[src/ics_pkg.sv]
// Shared types, constants and the one's-complement add for the streaming checksum.
package ics_pkg;

  // Chunk queue between the front and the back
  localparam int QDEPTH = 4;
  localparam int QAW    = 2;

  localparam logic [15:0] SUM_MASK  = 16'hffff;
  localparam logic [7:0]  BYTE_MASK = 8'hFF;

  // One queued request: the folded partial sum of a chunk and its end flag
  typedef struct packed {
    logic [15:0] part_sum;
    logic        last;
  } q_entry_t;

  // 16-bit add with end-around carry
  function automatic logic [15:0] add_ones(input logic [15:0] acc, input logic [15:0] word);
    logic [16:0] s;
    begin
      s = {1'b0, acc} + {1'b0, word};
      add_ones = s[15:0] + {15'b0, s[16]};
    end
  endfunction

endpackage

[src/ics_front.sv]
// Front end: accepts chunks, pairs bytes across chunk boundaries, folds the chunk's words.
module ics_front #(
  parameter int LANE_BYTES = 8
) (
  input  logic                clk,
  input  logic                rst_n,
  input  logic                in_valid,
  output logic                in_ready,
  input  logic [63:0]         in_data_word,
  input  logic [3:0]          in_byte_count,
  input  logic                in_last_chunk,
  input  logic                q_full,
  output logic                q_push,
  output ics_pkg::q_entry_t   q_entry
);

  localparam int LIM = (LANE_BYTES > 8) ? 8 : LANE_BYTES;
  localparam logic [3:0] LIM_CNT = 4'(LIM);

  logic        odd_r, odd_nxt;
  logic [7:0]  pend_r, pend_nxt;
  logic [3:0]  cnt, n, keep_n;
  logic [7:0]  lane [0:7];
  logic [7:0]  s    [0:8];
  logic [7:0]  sm   [0:8];
  logic [18:0] wsum;
  logic [16:0] f1;
  logic [15:0] f2;

  assign in_ready = !q_full;
  assign q_push   = in_valid && in_ready;

  // Byte alignment: a pending odd byte shifts this chunk down by one lane
  always_comb begin
    cnt    = (in_byte_count > LIM_CNT) ? LIM_CNT : in_byte_count;
    n      = cnt + {3'b0, odd_r};
    // on a non-final chunk a trailing odd byte is held back, not added
    keep_n = in_last_chunk ? n : {n[3:1], 1'b0};
    for (int i = 0; i < 8; i++) begin
      lane[i] = in_data_word[63 - 8*i -: 8];
    end
    s[0] = odd_r ? pend_r : lane[0];
    for (int i = 1; i < 8; i++) begin
      s[i] = odd_r ? lane[i-1] : lane[i];
    end
    s[8] = odd_r ? lane[7] : 8'h00;
    for (int i = 0; i < 9; i++) begin
      sm[i] = (4'(i) < keep_n) ? s[i] : 8'h00;
    end
  end

  // Chunk word sum, folded twice back to 16 bits
  always_comb begin
    wsum = '0;
    for (int k = 0; k < 4; k++) begin
      wsum = wsum + 19'({sm[2*k], sm[2*k+1]});
    end
    wsum = wsum + 19'({sm[8], 8'h00});
    f1   = 17'(wsum[15:0]) + 17'(wsum[18:16]);
    f2   = f1[15:0] + 16'(f1[16]);
  end

  assign q_entry.part_sum = f2 & ics_pkg::SUM_MASK;
  assign q_entry.last     = in_last_chunk;

  // Odd byte carried into the next chunk
  always_comb begin
    odd_nxt  = odd_r;
    pend_nxt = pend_r;
    if (q_push) begin
      if (in_last_chunk || !n[0]) begin
        odd_nxt  = 1'b0;
        pend_nxt = 8'h00;
      end else begin
        odd_nxt  = 1'b1;
        pend_nxt = s[n - 4'd1] & ics_pkg::BYTE_MASK;
      end
    end
  end

  always_ff @(posedge clk) begin
    if (!rst_n) begin
      odd_r  <= 1'b0;
      pend_r <= 8'h00;
    end else begin
      odd_r  <= odd_nxt;
      pend_r <= pend_nxt;
    end
  end

endmodule

[src/ics_fifo.sv]
// Short request queue between the front and back ends.
module ics_fifo (
  input  logic              clk,
  input  logic              rst_n,
  input  logic              push,
  input  ics_pkg::q_entry_t push_data,
  input  logic              pop,
  output ics_pkg::q_entry_t head,
  output logic              empty,
  output logic              full
);

  ics_pkg::q_entry_t                mem [0:ics_pkg::QDEPTH-1];
  logic [ics_pkg::QAW-1:0]          wr_ptr_r, wr_ptr_nxt;
  logic [ics_pkg::QAW-1:0]          rd_ptr_r, rd_ptr_nxt;
  logic [ics_pkg::QAW:0]            count_r, count_nxt;

  assign empty = (count_r == '0);
  assign full  = (count_r == (ics_pkg::QAW+1)'(ics_pkg::QDEPTH));
  assign head  = mem[rd_ptr_r];

  // Pointer and occupancy update
  always_comb begin
    wr_ptr_nxt = push ? wr_ptr_r + 1'b1 : wr_ptr_r;
    rd_ptr_nxt = pop  ? rd_ptr_r + 1'b1 : rd_ptr_r;
    count_nxt  = count_r;
    if (push && !pop) begin
      count_nxt = count_r + 1'b1;
    end else if (pop && !push) begin
      count_nxt = count_r - 1'b1;
    end
  end

  always_ff @(posedge clk) begin
    if (!rst_n) begin
      wr_ptr_r <= '0;
      rd_ptr_r <= '0;
      count_r  <= '0;
    end else begin
      wr_ptr_r <= wr_ptr_nxt;
      rd_ptr_r <= rd_ptr_nxt;
      count_r  <= count_nxt;
    end
  end

  // Entry storage
  always_ff @(posedge clk) begin
    if (push) begin
      mem[wr_ptr_r] <= push_data;
    end
  end

endmodule

[src/ics_back.sv]
// Back end: accumulates chunk sums and emits the inverted checksum at message end.
module ics_back (
  input  logic              clk,
  input  logic              rst_n,
  input  logic              q_empty,
  input  ics_pkg::q_entry_t q_head,
  output logic              q_pop,
  output logic              out_valid,
  input  logic              out_ready,
  output logic [15:0]       out_checksum
);

  logic [15:0] sum_r, sum_nxt;
  logic [15:0] chk_r, chk_nxt;
  logic        out_valid_r, out_valid_nxt;
  logic [15:0] sum_new;
  logic        slot_free;

  assign slot_free = !out_valid_r || out_ready;
  // Non-final requests never wait on the output side
  assign q_pop     = !q_empty && (!q_head.last || slot_free);
  assign sum_new   = ics_pkg::add_ones(sum_r, q_head.part_sum);

  always_comb begin
    sum_nxt       = sum_r;
    chk_nxt       = chk_r;
    out_valid_nxt = out_valid_r && !out_ready;
    if (q_pop) begin
      if (q_head.last) begin
        sum_nxt       = 16'h0000;
        chk_nxt       = ~sum_new & ics_pkg::SUM_MASK;
        out_valid_nxt = 1'b1;
      end else begin
        sum_nxt = sum_new;
      end
    end
  end

  always_ff @(posedge clk) begin
    if (!rst_n) begin
      sum_r       <= 16'h0000;
      out_valid_r <= 1'b0;
    end else begin
      sum_r       <= sum_nxt;
      out_valid_r <= out_valid_nxt;
    end
  end

  always_ff @(posedge clk) begin
    chk_r <= chk_nxt;
  end

  assign out_valid    = out_valid_r;
  assign out_checksum = chk_r;

endmodule

[src/internet_checksum_stream.sv]
// Top level of the streaming Internet checksum: front end, request queue, back end.
//
//   channel | ports                                              | role
//   in      | in_valid, in_ready, in_data_word, in_byte_count,   | chunk of up to 8 bytes
//           | in_last_chunk                                      |
//   out     | out_valid, out_ready, out_checksum                 | one checksum per message
//
// One chunk per clock is accepted while the four-entry queue has room.
// A chunk's sum is written into the queue on acceptance and reaches the accumulator when it is read out;
// the checksum appears in the output register the cycle after the last chunk leaves the queue.
// Synchronous active-low reset clears the sum, odd-byte state, queue and output valid.
// A stalled output only holds back final chunks; the queue absorbs the gap.
module internet_checksum_stream #(
  parameter int LANE_BYTES = 8
) (
  input  logic        clk,
  input  logic        rst_n,
  input  logic        in_valid,
  output logic        in_ready,
  input  logic [63:0] in_data_word,
  input  logic [3:0]  in_byte_count,
  input  logic        in_last_chunk,
  output logic        out_valid,
  input  logic        out_ready,
  output logic [15:0] out_checksum
);

  logic              q_push, q_pop, q_empty, q_full;
  ics_pkg::q_entry_t q_in, q_head;

  ics_front #(
    .LANE_BYTES(LANE_BYTES)
  ) u_front (
    .clk           (clk),
    .rst_n         (rst_n),
    .in_valid      (in_valid),
    .in_ready      (in_ready),
    .in_data_word  (in_data_word),
    .in_byte_count (in_byte_count),
    .in_last_chunk (in_last_chunk),
    .q_full        (q_full),
    .q_push        (q_push),
    .q_entry       (q_in)
  );

  ics_fifo u_fifo (
    .clk       (clk),
    .rst_n     (rst_n),
    .push      (q_push),
    .push_data (q_in),
    .pop       (q_pop),
    .head      (q_head),
    .empty     (q_empty),
    .full      (q_full)
  );

  ics_back u_back (
    .clk          (clk),
    .rst_n        (rst_n),
    .q_empty      (q_empty),
    .q_head       (q_head),
    .q_pop        (q_pop),
    .out_valid    (out_valid),
    .out_ready    (out_ready),
    .out_checksum (out_checksum)
  );

  // Cross-module checks
  a_full_blocks: assert property (@(posedge clk) disable iff (!rst_n)
    q_full |-> !in_ready) else $error("input taken with queue full");

  a_push_lands: assert property (@(posedge clk) disable iff (!rst_n)
    (in_valid && in_ready) |=> !q_empty) else $error("accepted chunk missing from queue");

  a_last_emits: assert property (@(posedge clk) disable iff (!rst_n)
    (q_pop && q_head.last) |=> out_valid) else $error("final request gave no checksum");

  a_emit_source: assert property (@(posedge clk) disable iff (!rst_n)
    $rose(out_valid) |-> $past(q_pop && q_head.last)) else $error("checksum without final request");

endmodule

[config.mk]
export PLATFORM = sky130hd
export DESIGN_NAME = internet_checksum_stream
export DESIGN_NICKNAME = d
export VERILOG_FILES = /design/src/ics_pkg.sv /design/src/ics_front.sv /design/src/ics_fifo.sv /design/src/ics_back.sv /design/src/internet_checksum_stream.sv
export SDC_FILE = /design/constraint.sdc
export NUM_CORES = 1
export LEC_CHECK = 0
export ABC_CLOCK_PERIOD_IN_PS = 13500
export BUFFER_PORTS_ARGS = -buffer_cell sky130_fd_sc_hd__clkbuf_2
export CAP_MARGIN = 0
export CORE_ASPECT_RATIO = 1.5
export CORE_MARGIN = 8
export CORE_UTILIZATION = 40
export CTS_BUF_LIST = sky130_fd_sc_hd__clkbuf_2
export CTS_CLUSTER_DIAMETER = 80
export DETAILED_ROUTE_END_ITERATION = 6
export GPL_ROUTABILITY_DRIVEN = 0
export MAX_ROUTING_LAYER = met4
export PLACE_DENSITY = 0.69
export SYNTH_ARGS = -nofsm -noshare
export SYNTH_HDL_FRONTEND = slang
export SYNTH_SLANG_ARGS = --single-unit
[constraint.sdc]
create_clock -name clk -period 13.5 [get_ports clk]
set_clock_uncertainty 0.2 [all_clocks]
set_input_delay 0.675 -clock clk [delete_from_list [all_inputs] [get_ports clk]]
set_output_delay 0.675 -clock clk [all_outputs]
set_load 0.02 [all_outputs]
# Word level (Yosys, flattened, before mapping)
# Memory sizes are Yosys's and may differ from the RTL's. A register that Yosys moved wholly into a read port is not among the register bits.
# Cells that the tools add are included.
# op_classes
addsub	14
magnitude_cmp	11
eq_ne	1
mux	34
bitwise	2
reduce_logical	19
# ops
cell	n
8-bit 2-to-1 mux	21
19-bit by 16-bit adder with 19-bit output	3
16-bit by 16-bit adder with 17-bit output	2
16-bit by 1-bit adder with 16-bit output	2
8-bit binary-select mux with 4-bit select	1
16-bit by 3-bit adder with 17-bit output	1
3-bit by 4-bit less-than comparator with 1-bit output, first input constant	4
16-bit 2-to-1 mux	1
16-bit NOT	1
1-bit zero test	8
1-bit by 4-bit less-than comparator with 1-bit output, first input constant	2
2-bit by 4-bit less-than comparator with 1-bit output, first input constant	2
1-bit 2-to-1 mux	6
3-bit 2-to-1 mux	2
5-bit >= comparator, second input constant	1
1-bit logical AND	5
4-bit NOT with 5-bit output	1
2-bit by 1-bit adder with 2-bit output, second input constant	2
4-bit by 1-bit adder with 4-bit output	1
4-bit greater-than comparator, second input constant	1
4-bit less-than comparator, first input constant	1
2-bit 2-to-1 mux	2
4-bit 2-to-1 mux	1
4-bit by 1-bit subtractor with 4-bit output, second input constant	1
7 further kinds	9
# word_totals
ff_bits	49
ramBits	68
input_bits	73
output_inout_bits	18
word_cells	90
mem_count	1
# memory_table
name	depth	word_bits	rd	rd_clocked_by_memory_dff	wr	line_no	text
u_fifo.mem	4	17	1	1	1	ics_fifo.sv:13	ics_pkg::q_entry_t mem [0:ics_pkg::QDEPTH-1];

# Longest topological paths before layout
# logic_depth
ltp_word	12
ltp_mapped	49
depth_no_buf	47

# By module
# From an unflattened synthesis, not the netlist that was laid out.
# hier_totals
hier_cells	992
area_unflattened_um2	10515.1
# modules_own_cells
module	n_inst	cells_per_inst	area_each_um2	seq_area_each_um2
ics_front	1	599	5134.9	180.2
ics_fifo	1	132	2937.8	2222.1
ics_back	1	261	2442.3	820.8

# Worst setup path after synthesis
# Ideal clock, no wire load.
# synth_path
kind	flip-flop to flip-flop
startpoint	register u_front.odd_r
endpoint	memory u_fifo.mem[0][15] (netlist name), data pin
setup_time_ns	0.278
t_arrival_ns	10.438
required_ns	13.022
slack_ns	2.583
path_stages_with_launch	48
n_path_buf	6
period_less_slack_ns	10.917
cell_sequence	dfxtp_1 > clkbuf_1 > buf_1 > clkbuf_1 > buf_1 > clkbuf_1 > mux2i_1 > nor2_1 > ha_1 > inv_1 > fa_1 > nor2b_1 > o21ai_0 > a21boi_0 > o21ai_0 > a21boi_0 > o21ai_0 > nand2b_1 > [12 not listed] > xnor2_1 > ha_1 > inv_1 > fa_1 > nor2b_1 > o21bai_1 > nor4_1 > nand3_1 > nor2_1 > and4_1 > ha_1 > ha_1 > nor3b_1 > nand3_1 > nor4b_1 > o21ai_0 > a211oi_1 > xnor2_1
# synth_rtl
element	line_no	text
from (decl)	ics_front.sv:20	logic odd_r, odd_nxt;
from (signal assigned)	ics_front.sv:86	odd_r <= odd_nxt;
to (decl)	ics_fifo.sv:13	

==> impl_results.md <==
* Status: finished, final reports clean
* Pwr per Cell Area at 208.9 mW/mm²
* Top FF cell, synth: edfxtp_1
* Kind of critical path: reg -> reg
* M2 GR Usage at 0.3221
* Avg WL per Cell at 18.21 µm
* Layout area overhead at 9.938%
* Commonest cells in the netlist: mux2i_1, edfxtp_1, nand2_1, nor2_1, inv_1
* Vias in the first global route at 9025
* Number of flops mapped to enable cells by yosys at 84
* Final net count at 1336
* Critical Path AT at 12060 ps
* Gr busiest metal: met2
* Max Fclk at 0.08506 GHz
* Mapped Cells at 1093
* FF-to-FF Start: u_front.odd_r$_SDFFE_PN0P_
* Worst setup endpoint: u_fifo.mem[1][13]$_DFFE_PP_
* Crit start category: register
* Max IR drop VDD at 0.0001536 V
* All-Layer GR Usage at 0.1795
* Via-to-Cell Ratio at 5.679
* Worst skew pair latency at 750 ps
* Share of cells above drive strength 1 at 0.1733
* Wire length after detailed routing at 27.60 mm
* Slew Limit Fails at 0
* Number of synthesized register bits at 119
* Mean Syn Cell Area at 9.780 µm²
* Worst slack at placement at 1720 ps
* CP max-delay cell: dfxtp_4
* Setup TNS at 0 ps
* Post-synth top area cell: edfxtp_1
* Cell area after synthesis at 0.01069 mm²
* Congestion Overflow GR at 0
* RSZ-0062 raised after global routing: no
* Post-synth ARST share at 0
* CTS tree: built
* Final Hold Violating Endpoints at 0
* Grt met3 use at 0.02377
* Worst Path Max Fanout at 55
* Most frequent cell on the critical path: ha_1
* Max clock buf depth at 2
* Min Tclk post-route at 11760 ps
* PostCTS Resize Cnt at 0
* Chip width at 149.5 µm
* Clock slew at reported path FFs at 210 ps
* Crit end category: register
* Clock sinks at 119
* # DRC at 0
* Endpoints failing setup at 0
* Count leader, synth: mux2i_1
* First drt pass iteration count at 5
* Reg2Reg Setup Slack at 1740 ps
* Yosys cell types at 71
* Global Route met1 Usage at 0.1834
* Post-DP HPWL at 21.94 mm
* Max-Cap Viols at 0
* Postcts setup bufs at 0
* First-pass GRT wire length at 44.94 mm
* Port buffer count at 90
* Top post-synthesis cells by area: edfxtp_1, mux2i_1, ha_1, dfxtp_1, fa_1
* Clock power share at 0.104
* Multi-input gate area at 0.007032 mm²
* Reg power frac at 0.265
* Via Count at 8604
* Worst slew pin tran at 1116 ps
* Die height at 216.2 µm
* WP data required at 13810 ps
* Core box area at 0.02640 mm²
* FF-to-FF End: u_fifo.mem[1][13]$_DFFE_PP_
* Seq/Total Area, Yosys at 0.3015
* Total CTS buffers at 17
* PnR worst setup slack at 1743 ps
* CP startpoint: u_front.odd_r$_SDFFE_PN0P_
* Initial core utilization at 0.4049
* Fin crit share at 0.8709
* Sequential Area at 0.003227 mm²
* Largest net degree at the start of global routing at 79
* FP Rows at 73
* Mapped Nets at 1265
* Total number of yosys warnings at 0
* CP max stage delay at 880 ps
* Sw Share at 0.4593
* Worst hold path class: in -> reg
* Root buf cell: clkbuf_2
* Logic pwr share at 0.631
* H-tree Lvls at 4
* IO Count at 91
* Number of DRC markers in iteration 0 at 353
* Worst reg-to-reg path cell count at 44
* Initial antenna violation count at 1
* Net Switching at 1.128 mW
* Leakage power at 4.676 nW
* Post-synth top area share at 0.2360
* Internal power at 1.327 mW
* Routed Antenna Nets at 0
* Die area at 0.03232 mm²
* Fill cell count at 2502
* Worst slew margin at 0.2369
==> layout by cell type (no fill, tap or decap), drive strengths merged, types with 5 or more instances in the layout <==
cell      instances
clkbuf          108
mux2i            93
edfxtp           84
nand2            79
inv              73
nor2             72
ha               70
xnor2            52
a211oi           47
o21ai            37
dfxtp            35
and2             34
a21oi            34
fa               29
nor2b            28
xor2             27
mux4             25
nor3             20
mux2             20
nand3            20
a21o             18
a31oi            17
and3             15
or3              11
buf              10
a21boi            9
or2               8
nor4              8
o21a              7
a2111oi           7
and4              6
nand2b            5
clkinvlp          5
==> how the worst min path moves through the flow <==
stage                                              from                             to  depth (start not counted)
after floorplan           u_back.sum_r[13]$_SDFFE_PN0P_  u_back.sum_r[13]$_SDFFE_PN0P_                          2
after global placement    u_back.sum_r[13]$_SDFFE_PN0P_  u_back.sum_r[13]$_SDFFE_PN0P_                          2
after detailed placement  u_back.sum_r[13]$_SDFFE_PN0P_  u_back.sum_r[13]$_SDFFE_PN0P_                          2
after CTS                                     out_ready    u_back.out_valid$_SDFF_PN0_                          3
after global routing                          out_ready    u_back.out_valid$_SDFF_PN0_                          3
final                                         out_ready    u_back.out_valid$_SDFF_PN0_                          3
==> worst max-delay path, delay by kind of cell, from the launching register on <==
kind                     cells  cell delay (ps)
XOR/XNOR                     4              770
AND/OR/NAND/NOR             14             3760
buffers and inverters        2              120
AO/OA/AOI/OAI               13             2590
adder cells (fa/ha/maj)     11             3200
flip-flops                   1              880
==> logic make-up after synthesis <==
kind of cell / after synthesis / synth area share
muxes: 138 / 0.1608
xor gates and xnor gates: 79 / 0.06473
and+or+nand+nor: 317 / 0.1497
DFF: 119 / 0.3015
adders and majority gates: 100 / 0.1372
AOI/OAI and AO/OA: 220 / 0.1435
buffers and inverters: 120 / 0.04249
==> state kept, by name, indices dropped and copies added, names as in the netlist, named ones only <==
register / cells
u_fifo.mem: 68
u_back.out_checksum: 16
u_back.sum_r: 16
u_front.pend_r: 8
u_fifo.count_r: 3
u_fifo.rd_ptr_r: 2
u_fifo.wr_ptr_r: 2
u_back.out_valid: 1
u_front.odd_r: 1
==> power by group through the flow <==
stage	Sequential, mW	Combinational, mW	Clock, mW
after floorplan	0.674	1.16	0
after global placement	0.656	1.51	0
after detailed placement	0.659	1.54	0
after CTS	0.651	1.55	0.263
after global routing	0.662	1.72	0.279
final	0.649	1.55	0.256
==> area by class of cell <==
cell class,count,share of cell area
Antenna cell,1,0.0002129
Clock buffer,18,0.007666
Clock inverter,14,0.01501
Inverter,71,0.02268
Multi-Input combinational cell,854,0.5984
Sequential cell,119,0.2746
Tap cell,337,0.03588
Timing Repair Buffer,101,0.04557
==> layer usage <==
layer  part of all wire  vias up
met3              0.035       80
met2               0.53      248
met4              0.051        0
met5                  0        -
li1                   -     4155
met1               0.38     4121
==> through the flow <==
| step | area [µm²] | hold slack, ps | std cells | total power [mW] | utilization |
|---|---|---|---|---|---|
| 2_1_floorplan | 10690 | 250.8 | 1093 | 1.833 | - |
| 3_3_place_gp | 11470 | 272.6 | 1481 | 2.169 | 0.4346 |
| 6_report | 11750 | 110.6 | 1515 | 2.455 | 0.4452 |
| 4_1_cts | 11750 | 58.66 | 1514 | 2.465 | 0.4451 |
| 3_5_place_dp | 11470 | 290.4 | 1481 | 2.201 | 0.4346 |
| 5_1_grt | 11750 | 47.79 | 1515 | 2.660 | 0.4452 |
==> repair_timing <==
| item | 4_1_cts | 5_1_grt |
|---|---|---|
| hold buffers | 1 | 0 |
| hold endpoints to repair | 4 | 0 |
| setup endpoints to repair | 0 | 0 |
No activity file was read; power rests on OpenSTA's default activity.
